**config.mk**
```make
export PLATFORM = sky130hd
export DESIGN_NAME = ssc_mul
export DESIGN_NICKNAME = d
export VERILOG_FILES = /design/src/rtl/core/ssc_mul.sv
export SDC_FILE = /design/constraint.sdc
export NUM_CORES = 2
export LEC_CHECK = 0
export ABC_AREA = 1
export BUFFER_PORTS_ARGS = -buffer_cell sky130_fd_sc_hd__buf_2
export CAP_MARGIN = 5
export CORE_MARGIN = 2
export CORE_UTILIZATION = 38
export CTS_BUF_LIST = sky130_fd_sc_hd__clkbuf_16
export DETAILED_ROUTE_END_ITERATION = 6
export HOLD_SLACK_MARGIN = 0.1
export PLACE_DENSITY = 0.63
export SKIP_CTS_REPAIR_TIMING = 1
export SYNTH_ARGS = -nofsm -noshare
export SYNTH_HDL_FRONTEND = slang
export SYNTH_SLANG_ARGS = --single-unit
```
**constraint.sdc**
```tcl
create_clock -name i_clk -period 11.5 [get_ports i_clk]
set_input_delay 0.575 -clock i_clk [delete_from_list [all_inputs] [get_ports i_clk]]
set_output_delay 0.575 -clock i_clk [all_outputs]
set_load 0.02 [all_outputs]
```
**src/rtl/core/ssc_mul.sv**
```systemverilog
// shared signed 32x32 multiplier with registered product
module ssc_mul (
    input  logic               i_clk,
    input  logic signed [31:0] i_a,
    input  logic signed [31:0] i_b,
    output logic signed [63:0] o_prod
);
    logic signed [63:0] r_prod;

    always_ff @(posedge i_clk) begin
        r_prod <= i_a * i_b;
    end

    assign o_prod = r_prod;
endmodule

```
# After elaboration in Yosys (flattened, before gate mapping)
# Cells that the tools add are included.
word_totals:
  ff_bits: 64
  inputBits: 65
  output_inout_bits: 64
  elab_cells: 2
classes:
  multipliers: 1
ops:
  columns: ["cell", "n"]
  rows:
  - ["$mul 32x32->64", 1]

# Logic depth before layout (Yosys ltp)
depth:
  ltp_word: 1
  ltp_mapped: 31

# Worst setup path before layout
# OpenSTA, ideal clock, no wires.
synth_path:
  path_kind: "input-to-reg"
  startpoint: "input port i_a[31]"
  endpoint: "register r_prod[59], in the netlist o_prod[59]"
  t_arrival_ns: 7.107
  required_ns: 11.387
  setup_slack_ns: 4.281
  path_stages: 27
  cell_sequence: "clkbuf_1 -> nand2_1 -> inv_1 -> fa_1 -> inv_1 -> fa_1 -> inv_1 -> fa_1 -> fa_1 -> inv_1 -> fa_1 -> inv_1 -> fa_1 -> inv_1 -> fa_1 -> fa_1 -> inv_1 -> ha_1 -> nand2_2 -> nor2_1 -> inv_1 -> nor2_1 -> nand2_1 -> nor3_1 -> nand2_1 -> nand4_1 -> nand2_1"
synth_between:
  elab_chain_cells: 1
synth_lines:
  columns: ["item", "line", "text"]
  rows:
  - ["start: declaration", "4", "input logic signed [31:0] i_a,"]
  - ["$mul 32x32->64", "11", "r_prod <= i_a * i_b;"]
  - ["end signal: assignment", "11", null]
  - ["end: declaration", "8", "logic signed [63:0] r_prod;"]
# Every way passes these cells.

# Final worst setup path
layout_path:
  startpoint: "input port i_a[31]"
  endpoint: "register r_prod[56], in the netlist o_prod[56]"
# The elaborated chain is that of the path after synthesis.

==> impl_metrics.env <==
export IMPL_syn2layout_area_growth_pct=4.976
export IMPL_synth_top_cell_by_area="fa_1"
export IMPL_numCtsBuffers=9
export IMPL_synth_fp_nets=6455
export IMPL_drive_above_1_share_pct=4.562
export IMPL_rsz0062_at_grt="no"
export IMPL_synth_async_reset_ratio_pct=0
export IMPL_die_h_um=329.3
export IMPL_cts_buffer_depth=2
export IMPL_dpl_hpwl_um=95830
export IMPL_slew_headroom_pct=17.81
export IMPL_period_share_pct=71.75
export IMPL_synth_edf_count=0
export IMPL_first_pass_iters=5
export IMPL_ys_seq_elements=64
export IMPL_hp_class="in -> reg"
export IMPL_critPathKind="in -> reg"
export IMPL_yosysUniqueCellTypes=27
export IMPL_fin_nets=6411
export IMPL_grt_max_degree=33
export IMPL_yosys_top_cells_count="1,692 x inv_1, 1,504 x nand2_1, 1,082 x fa_1, 192 x clkbuf_1, 184 x ha_1"
export IMPL_grt_overflow=0
export IMPL_vias=30630
export IMPL_worst_pin_slew_ns=1.232
export IMPL_antenna_found_initial=7
export IMPL_synth_area_um2=40200
export IMPL_final_max_slew_viol_count=0
export IMPL_grt_pass1_wl_um=184200
export IMPL_grt_pass1_vias=33230
export IMPL_startpoint_type="input port"
export IMPL_synth_top_flop_cell="dfxtp_1"
export IMPL_yosys_top_cells_area="fa_1 54%, inv_1 16%, nand2_1 14%"
export IMPL_initial_core_util_pct=38.25
export IMPL_dpl_instance_area_um2=41930
export IMPL_synth_top_area_share_pct=53.88
export IMPL_hold_viol=0
export IMPL_end_kind="register"
export IMPL_final_area_um2=42210
export IMPL_placement_rows=119
export IMPL_gp_congestion=0.9868
export IMPL_largest_reg_flops=64
export IMPL_cts_root_buf="clkbuf_16"
export IMPL_cts_tree="built"
export IMPL_drc_errors=0
export IMPL_fp_dieW_um=329.3
export IMPL_whs_endpoint="o_prod[0]"
export IMPL_max_cap_violations=0
export IMPL_io_pin_count=129
export IMPL_crit_path_max_incr_delay_ns=0.87
export IMPL_period_minus_slack_ns=8.251
export IMPL_syn_inst=5124
export IMPL_status="completed"
export IMPL_cts_sink_count=64
export IMPL_fin_util_pct=40.15
export IMPL_critPathRequiredTime_ns=11.75
export IMPL_crit_fanout=32
export IMPL_setup_violations=0
export IMPL_cpMaxStageDelayCell="fa_1"
export IMPL_io_buffers=128
export IMPL_yosysWarnings=0
export IMPL_cts_max_level=3
export IMPL_avgSynthCellArea_um2=7.846
export IMPL_die_area_um2=108400
export IMPL_grt_use_total_pct=21.84
export IMPL_worstPathArrival_ns=8.50
export IMPL_totalWireLength_um=112500
export IMPL_hold_path_cell_count=3
export IMPL_fmax_ghz=0.1212
export IMPL_yosysSeqAreaShare_pct=3.187
export IMPL_ant_nets=0
export IMPL_hold_ws_ns=0.8108
export IMPL_coreArea_um2=105100
export IMPL_clkTransAtPathRegs_ns=0.07
export IMPL_synth_most_common_cell="inv_1"
export IMPL_hp_start="i_b[0]"
export IMPL_vias_per_cell=4.728
export IMPL_post_drt_wl_per_cell_um=17.37
export IMPL_drtIter0Drc=2247
export IMPL_final_setup_tns_ns=0
worst max-delay path, delay by kind of cell:
| family | cells | cell delay, ns |
|---|---|---|
| fa+ha+maj | 9 | 4.74 |
| buf+inv | 9 | 1.87 |
| simple gates | 9 | 1.27 |
layout by cell type (no fill, tap or decap), types with 21 or more instances in the layout:
| cell type | n |
|---|---|
| inv_1 | 1693 |
| nand2_1 | 1504 |
| fa_1 | 1082 |
| ha_1 | 184 |
| buf_2 | 128 |
| nor2_1 | 93 |
| nand3_1 | 73 |
| dfxtp_1 | 64 |
| a21oi_1 | 62 |
| nor2_2 | 31 |
| xor2_1 | 31 |
| nand2_2 | 21 |
cell type report:
class | count | area (µm²)
timing repair buffer | 137 | 708.2
tap | 1391 | 1740
inverter | 1700 | 6381
sequential | 64 | 1281
multi-input combinational | 3168 | 31820
antenna | 3 | 7.507
fill | 10860 | 62910
clock inverter | 7 | 40.04
clock buffer | 9 | 225.2
logic make-up (layout without fill, tap and decap cells):
logic type / count (synthesis) / after routing / synth area share [%]
xor gates and xnor gates: 34 / 34 / 0.7407
other: 0 / 3 / 0
and+or+nand+nor: 1773 / 1773 / 17.55
adders and majority gates: 1266 / 1266 / 59.60
DFF: 64 / 64 / 3.187
AOI/OAI and AO/OA: 95 / 95 / 1.260
buffers and inverters: 1892 / 1853 / 17.66
stage by stage:
stage               cells  setup WS (ns)
floorplan            5124          4.281
global placement     6460          3.073
detailed placement   6460          2.917
CTS                  6476          3.262
global route         6477          2.732
finish               6479          3.249
worst max-delay path by stage:
stage / from / end / cells after the start
6_report: i_a[31] / o_prod[56] / 27
5_1_grt: i_a[31] / o_prod[62] / 27
4_1_cts: i_a[31] / o_prod[56] / 27
3_5_place_dp: i_a[31] / o_prod[56] / 27
3_3_place_gp: i_a[31] / o_prod[56] / 27
2_1_floorplan: i_a[31] / o_prod[59] / 27
metal layers:
metal  vias up  track usage [%]  share of wire (%)
li1      13830                -                  -
met1     15670            29.91                 42
met2       988            37.52                 50
met3       145            2.005                6.0
met4         4            5.109                2.5
met5         -                0              0.025
Power is left out: the tool's default activity adds up to more than one toggle a clock period on the data nets, which glitch-free logic cannot reach.
