--- src/rtl/core/ssc_pkg.sv ---
// shared types, constants and lookup tables of the selective state scan
package ssc_pkg;

    typedef struct packed {
        logic [1:0]         action;
        logic [3:0]         row;
        logic signed [31:0] load_value;
        logic signed [31:0] x_value;
        logic signed [31:0] dt_value;
        logic signed [31:0] b_value;
        logic signed [31:0] c_value;
        logic               final_row;
    } t_req;

    typedef struct packed {
        logic [3:0]         row_out;
        logic signed [31:0] new_state;
        logic signed [31:0] y_out;
        logic               y_valid;
    } t_rsp;

    typedef struct packed {
        logic signed [31:0] state;
        logic signed [31:0] decay;
    } t_cell;

    typedef struct packed {
        logic               we_state;
        logic               we_decay;
        logic signed [31:0] value;
    } t_cell_upd;

    localparam logic [1:0] ACT_LOAD_STATE = 2'd0;
    localparam logic [1:0] ACT_LOAD_DECAY = 2'd1;
    localparam logic [1:0] ACT_STEP       = 2'd2;

    localparam logic signed [31:0] LOG2E_Q30 = 32'sd1549082005;
    localparam logic signed [31:0] LN2_Q30   = 32'sd744261118;
    localparam logic signed [31:0] MAX32     = 32'sh7fffffff;

    // 2^(i/16) in q16
    function automatic logic [17:0] exp2_tab(input logic [4:0] idx);
        logic [17:0] v;
        case (idx)
            5'd0:  v = 18'd65536;
            5'd1:  v = 18'd68438;
            5'd2:  v = 18'd71468;
            5'd3:  v = 18'd74632;
            5'd4:  v = 18'd77936;
            5'd5:  v = 18'd81386;
            5'd6:  v = 18'd84990;
            5'd7:  v = 18'd88752;
            5'd8:  v = 18'd92682;
            5'd9:  v = 18'd96785;
            5'd10: v = 18'd101070;
            5'd11: v = 18'd105545;
            5'd12: v = 18'd110218;
            5'd13: v = 18'd115098;
            5'd14: v = 18'd120194;
            5'd15: v = 18'd125515;
            default: v = 18'd131072;
        endcase
        return v;
    endfunction

    // log2(1 + i/16) in q16
    function automatic logic [17:0] log2_tab(input logic [4:0] idx);
        logic [17:0] v;
        case (idx)
            5'd0:  v = 18'd0;
            5'd1:  v = 18'd5732;
            5'd2:  v = 18'd11136;
            5'd3:  v = 18'd16248;
            5'd4:  v = 18'd21098;
            5'd5:  v = 18'd25711;
            5'd6:  v = 18'd30109;
            5'd7:  v = 18'd34312;
            5'd8:  v = 18'd38336;
            5'd9:  v = 18'd42196;
            5'd10: v = 18'd45904;
            5'd11: v = 18'd49472;
            5'd12: v = 18'd52911;
            5'd13: v = 18'd56228;
            5'd14: v = 18'd59434;
            5'd15: v = 18'd62534;
            default: v = 18'd65536;
        endcase
        return v;
    endfunction

    function automatic logic signed [31:0] sat32(input logic signed [63:0] v);
        logic signed [31:0] r;
        if (v > 64'sh000000007fffffff) begin
            r = MAX32;
        end else if (v < -64'sh0000000080000000) begin
            r = 32'sh80000000;
        end else begin
            r = v[31:0];
        end
        return r;
    endfunction

    function automatic logic signed [39:0] sat40(input logic signed [63:0] v);
        logic signed [39:0] r;
        if (v > 64'sh0000007fffffffff) begin
            r = 40'sh7fffffffff;
        end else if (v < -64'sh0000008000000000) begin
            r = 40'sh8000000000;
        end else begin
            r = v[39:0];
        end
        return r;
    endfunction

endpackage

--- src/rtl/core/ssc_cell.sv ---
// one cell of the rotating state ring: takes its neighbor's entry each cycle
module ssc_cell
    import ssc_pkg::*;
(
    input  logic      i_clk,
    input  t_cell     i_nbr,
    input  t_cell_upd i_upd,
    output t_cell     o_cur
);
    t_cell r_cell;
    t_cell n_cell;

    always_comb begin
        n_cell = i_nbr;
        if (i_upd.we_state) begin
            n_cell.state = i_upd.value;
        end
        if (i_upd.we_decay) begin
            n_cell.decay = i_upd.value;
        end
    end

    always_ff @(posedge i_clk) begin
        r_cell <= n_cell;
    end

    assign o_cur = r_cell;
endmodule

--- config.mk ---
export PLATFORM = sky130hd
export DESIGN_NAME = ssc_cell
export DESIGN_NICKNAME = d
export VERILOG_FILES = /design/src/rtl/core/ssc_pkg.sv /design/src/rtl/core/ssc_cell.sv
export SDC_FILE = /design/constraint.sdc
export NUM_CORES = 1
export LEC_CHECK = 0
export BUFFER_PORTS_ARGS = -buffer_cell sky130_fd_sc_hd__buf_2
export CAP_MARGIN = 20
export CORE_AREA = 3 3 85 79
export DETAILED_ROUTE_END_ITERATION = 8
export DIE_AREA = 0 0 88 82
export PLACE_DENSITY = 0.8
export SETUP_SLACK_MARGIN = 0.15
export SLEW_MARGIN = 0
export SYNTH_ARGS = -nofsm -noshare
export SYNTH_HDL_FRONTEND = slang
export SYNTH_SLANG_ARGS = --single-unit
--- constraint.sdc ---
create_clock -name i_clk -period 0.8 [get_ports i_clk]
set_input_delay 0.04 -clock i_clk [delete_from_list [all_inputs] [get_ports i_clk]]
set_output_delay 0.04 -clock i_clk [all_outputs]
set_load 0.02 [all_outputs]
== Word level (Yosys, flattened, before mapping) ==
Index checks and enable logic that the tools add are counted.

* Word-level logic and storage cells: 4
* Bits in latches: 0
* Bits in registers: 64
* Bits of input ports: 99
* Memory bits (writable): 0
* Memories kept: 0
* Output and inout port bits: 64
* Bits in read-only memories: 0

* Multiply operators: 0
* Add/subtract/negate cells: 0
* Multiplexer cells: 2
* Eq/ne operators: 0
* Reductions and logical operators: 0
* Bitwise logic cells: 0
* Shift-type cells: 0
* Magnitude comparators: 0
* Div/mod/pow operators: 0

{| class="wikitable"
|+ Operators by type and width
! operator !! number
|-
| 32-bit two-way mux || 2
|}

== Longest topological paths before layout ==
* Depth after elaboration: 1
* Depth in mapped cells: 3
* Depth with buffers taken out: 1

== Worst setup path after synthesis ==
OpenSTA, ideal clock, no wires.

* Kind: in2reg
* Start: in i_upd[32] in the netlist's numbering
* End: reg r_cell (netlist bit o_cur[10])
* Path buffers: 2
* Setup slack: 0.098 ns
* Data arrival time: 0.581 ns
* Stages: 3
* Setup time: 0.121 ns
* Data required time: 0.679 ns
* Cell sequence: buf_6 > buf_12 > mux2_4

{| class="wikitable"
|+ RTL lines
! what !! RTL line !! text
|-
| from (decl) || ssc_cell.sv:7 || <nowiki>input t_cell_upd i_upd,</nowiki>
|-
| to (signal assigned) || ssc_cell.sv:24 || <nowiki>r_cell <= n_cell;</nowiki>
|-
| to (decl) || ssc_cell.sv:10 || <nowiki>t_cell r_cell;</nowiki>
|}

== Final worst setup path ==
* Start: reg r_cell (netlist bit o_cur[29])
* End: out o_cur[29] in the netlist's numbering

{| class="wikitable"
|+ RTL lines
! what !! RTL line !! text
|-
| to (decl) || ssc_cell.sv:8 || <nowiki>output t_cell o_cur</nowiki>
|}

No word-level cell between the ends.

==> results.txt <==
status: finished with violations
failing checks: hold timing, setup timing
post-route worst setup slack: -0.0185 ns
synth unique cells: 5
max reg flops: 64
Syn Inst Count: 136
Syn Area/Cell: 17.4 µm²
Buf/Inv on CP: 1
Worst EP required: 0.76 ns
number of global-route vias before repair: 1782
Worst-path clk slew: 0.07 ns
Overall Global Routing Usage: 16.3%
family with the most delay on the worst path: flip-flops
critical path cell sequence: buf_6
Detailed Route Iter0 Violations: 36
Syn-to-layout area delta: 63.6%
# H-tree levels: 3
Fmax: 1220 MHz
simple-gate share of the synthesized area: 0%
Cell Pwr Density: 2040 mW/mm²
Final Hold Fails: 64
Die Y: 82 µm
Core Area: 0.00598 mm²
total wire length: 6.05 mm
sequential area share after synthesis: 54.1%
Worst path max stage delay: 0.34 ns
IO buf count: 162
Max-cap violations: 0
RSZ-0062 raised after global routing: true
Final HPWL DP: 4.63 mm
HP Class: primary input to register
post-synthesis compound-gate area fraction: 0%
Core Util, Final: 64.8%
RD Place Congestion: 0.666
slowest library cell on the worst path: dfxtp_2
Clock Path Buffers: 2
Slew Viols, Final: 0
Critical Path Source Type: register
via count: 1699
largest net degree at the start of global routing: 19
layout cells sized above 1: 99.7%
CTS buffer count: 9
Worst slew margin: 89.2%
critical path class: register to output pin
Final Net Count: 404
syn_nets: 235
Final period util: 102%
# diodes: 0
maximum VDD drop: 1310 µV
post-DR wirelength/cell: 15.8 µm
xor and xnor area share after synthesis: 0%
largest family of logic cells by synthesized area: multiplexers
Sink Count: 64
area of the mapped netlist: 0.00237 mm²
Post-Synth Adder-Cell Area: 0%
DR DRC count: 0
CP max FO: 1
DIE AREA: 0.00722 mm²
I/O pin cnt: 163
Arr. time, crit path: 0.78 ns
hold_ws: -0.0629 ns
Yosys warnings: 0
TritonRoute pass-1 iters: 4
CTS tree: done
initial antenna violation count: 0
DIE WIDTH: 88 µm
measured slew at the worst slew-check pin: 0.163 ns
Final setup viols: 29
FF+latch count, synth: 64
Initial Util: 39.6%
row cnt: 27
global-route wire length before repair: 8.57 mm
min cycle time layout: 0.818 ns
vias per cell: 4.45
Setup crit end kind: output pin
CTS root buffer: clkbuf_8
Pleak: 1.95 nW
post-route ant nets: 0
mux cell area share after synthesis: 39.9%
total global routing overflow: 0
-- through the flow --
stage | total power [W] | cells | setup TNS [ns] | worst slack, ns | area, µm²
floorplan | 0.00447 | 136 | 0 | 0.105 | 2390
global placement | 0.00496 | 366 | -1.12 | -0.0274 | 3210
detailed placement | 0.00502 | 366 | -2.42 | -0.0579 | 3210
CTS | 0.00802 | 382 | -1.51 | -0.0439 | 3880
global route | 0.00825 | 382 | -2.64 | -0.0592 | 3880
finish | 0.00791 | 382 | -0.129 | -0.0185 | 3880
-- power breakdown --
part	internal, W	switching (W)	total [W]
combinational	0.00104	0.000689	0.00173
sequential	0.00350	0.000123	0.00362
clock	0.00142	0.00114	0.00257
-- layout make-up --
class / count / area [µm²]
fillers: 456 / 2100
flip-flops and latches: 64 / 1360
repair buffers: 166 / 1290
multi-input cells: 64 / 946
clock buffers: 10 / 128
well taps: 72 / 90.1
clock inverters: 6 / 60.1
-- Yosys cell counts --
library cell,count,area [µm²]
dfxtp_1,64,1280
mux2_2,4,45.0
buf_6,2,22.5
mux2_4,60,901
buf_12,6,120
-- what timing repair did --
item | CTS | global route
hold endpoints to repair | 64 | 64
resized for setup | 192 | 0
endpoints found under the setup margin | 64 | 64
buffers inserted | 0 | 0
-- path summary, 6_finish.rpt --
| check | cells after the start | end | start |
|---|---|---|---|
| min | 2 | o_cur[19]$_DFF_P_ | i_nbr[19] |
| max | 1 | o_cur[29] | o_cur[29]$_DFF_P_ |
-- cells in the final DEF, fill, tap and decap left out --
cell,n
clkinvlp_4,2
mux2_4,60
dfxtp_2,64
buf_6,64
clkbuf_1,1
clkbuf_8,9
buf_12,4
buf_2,98
bufinv_16,1
clkinv_2,3
mux2_2,4
-- metal layers --
layer  routed length (µm)  GRT usage, %
met4                   78          6.75
met1                 2000          15.2
met5                    0             0
met2                 3560          31.8
met3                  409          5.92
-- cell families after synthesis --
family | count (synthesis)
buffers and inverters | 8
muxes | 64
DFF | 64
No activity file was read; power rests on OpenSTA's default activity.
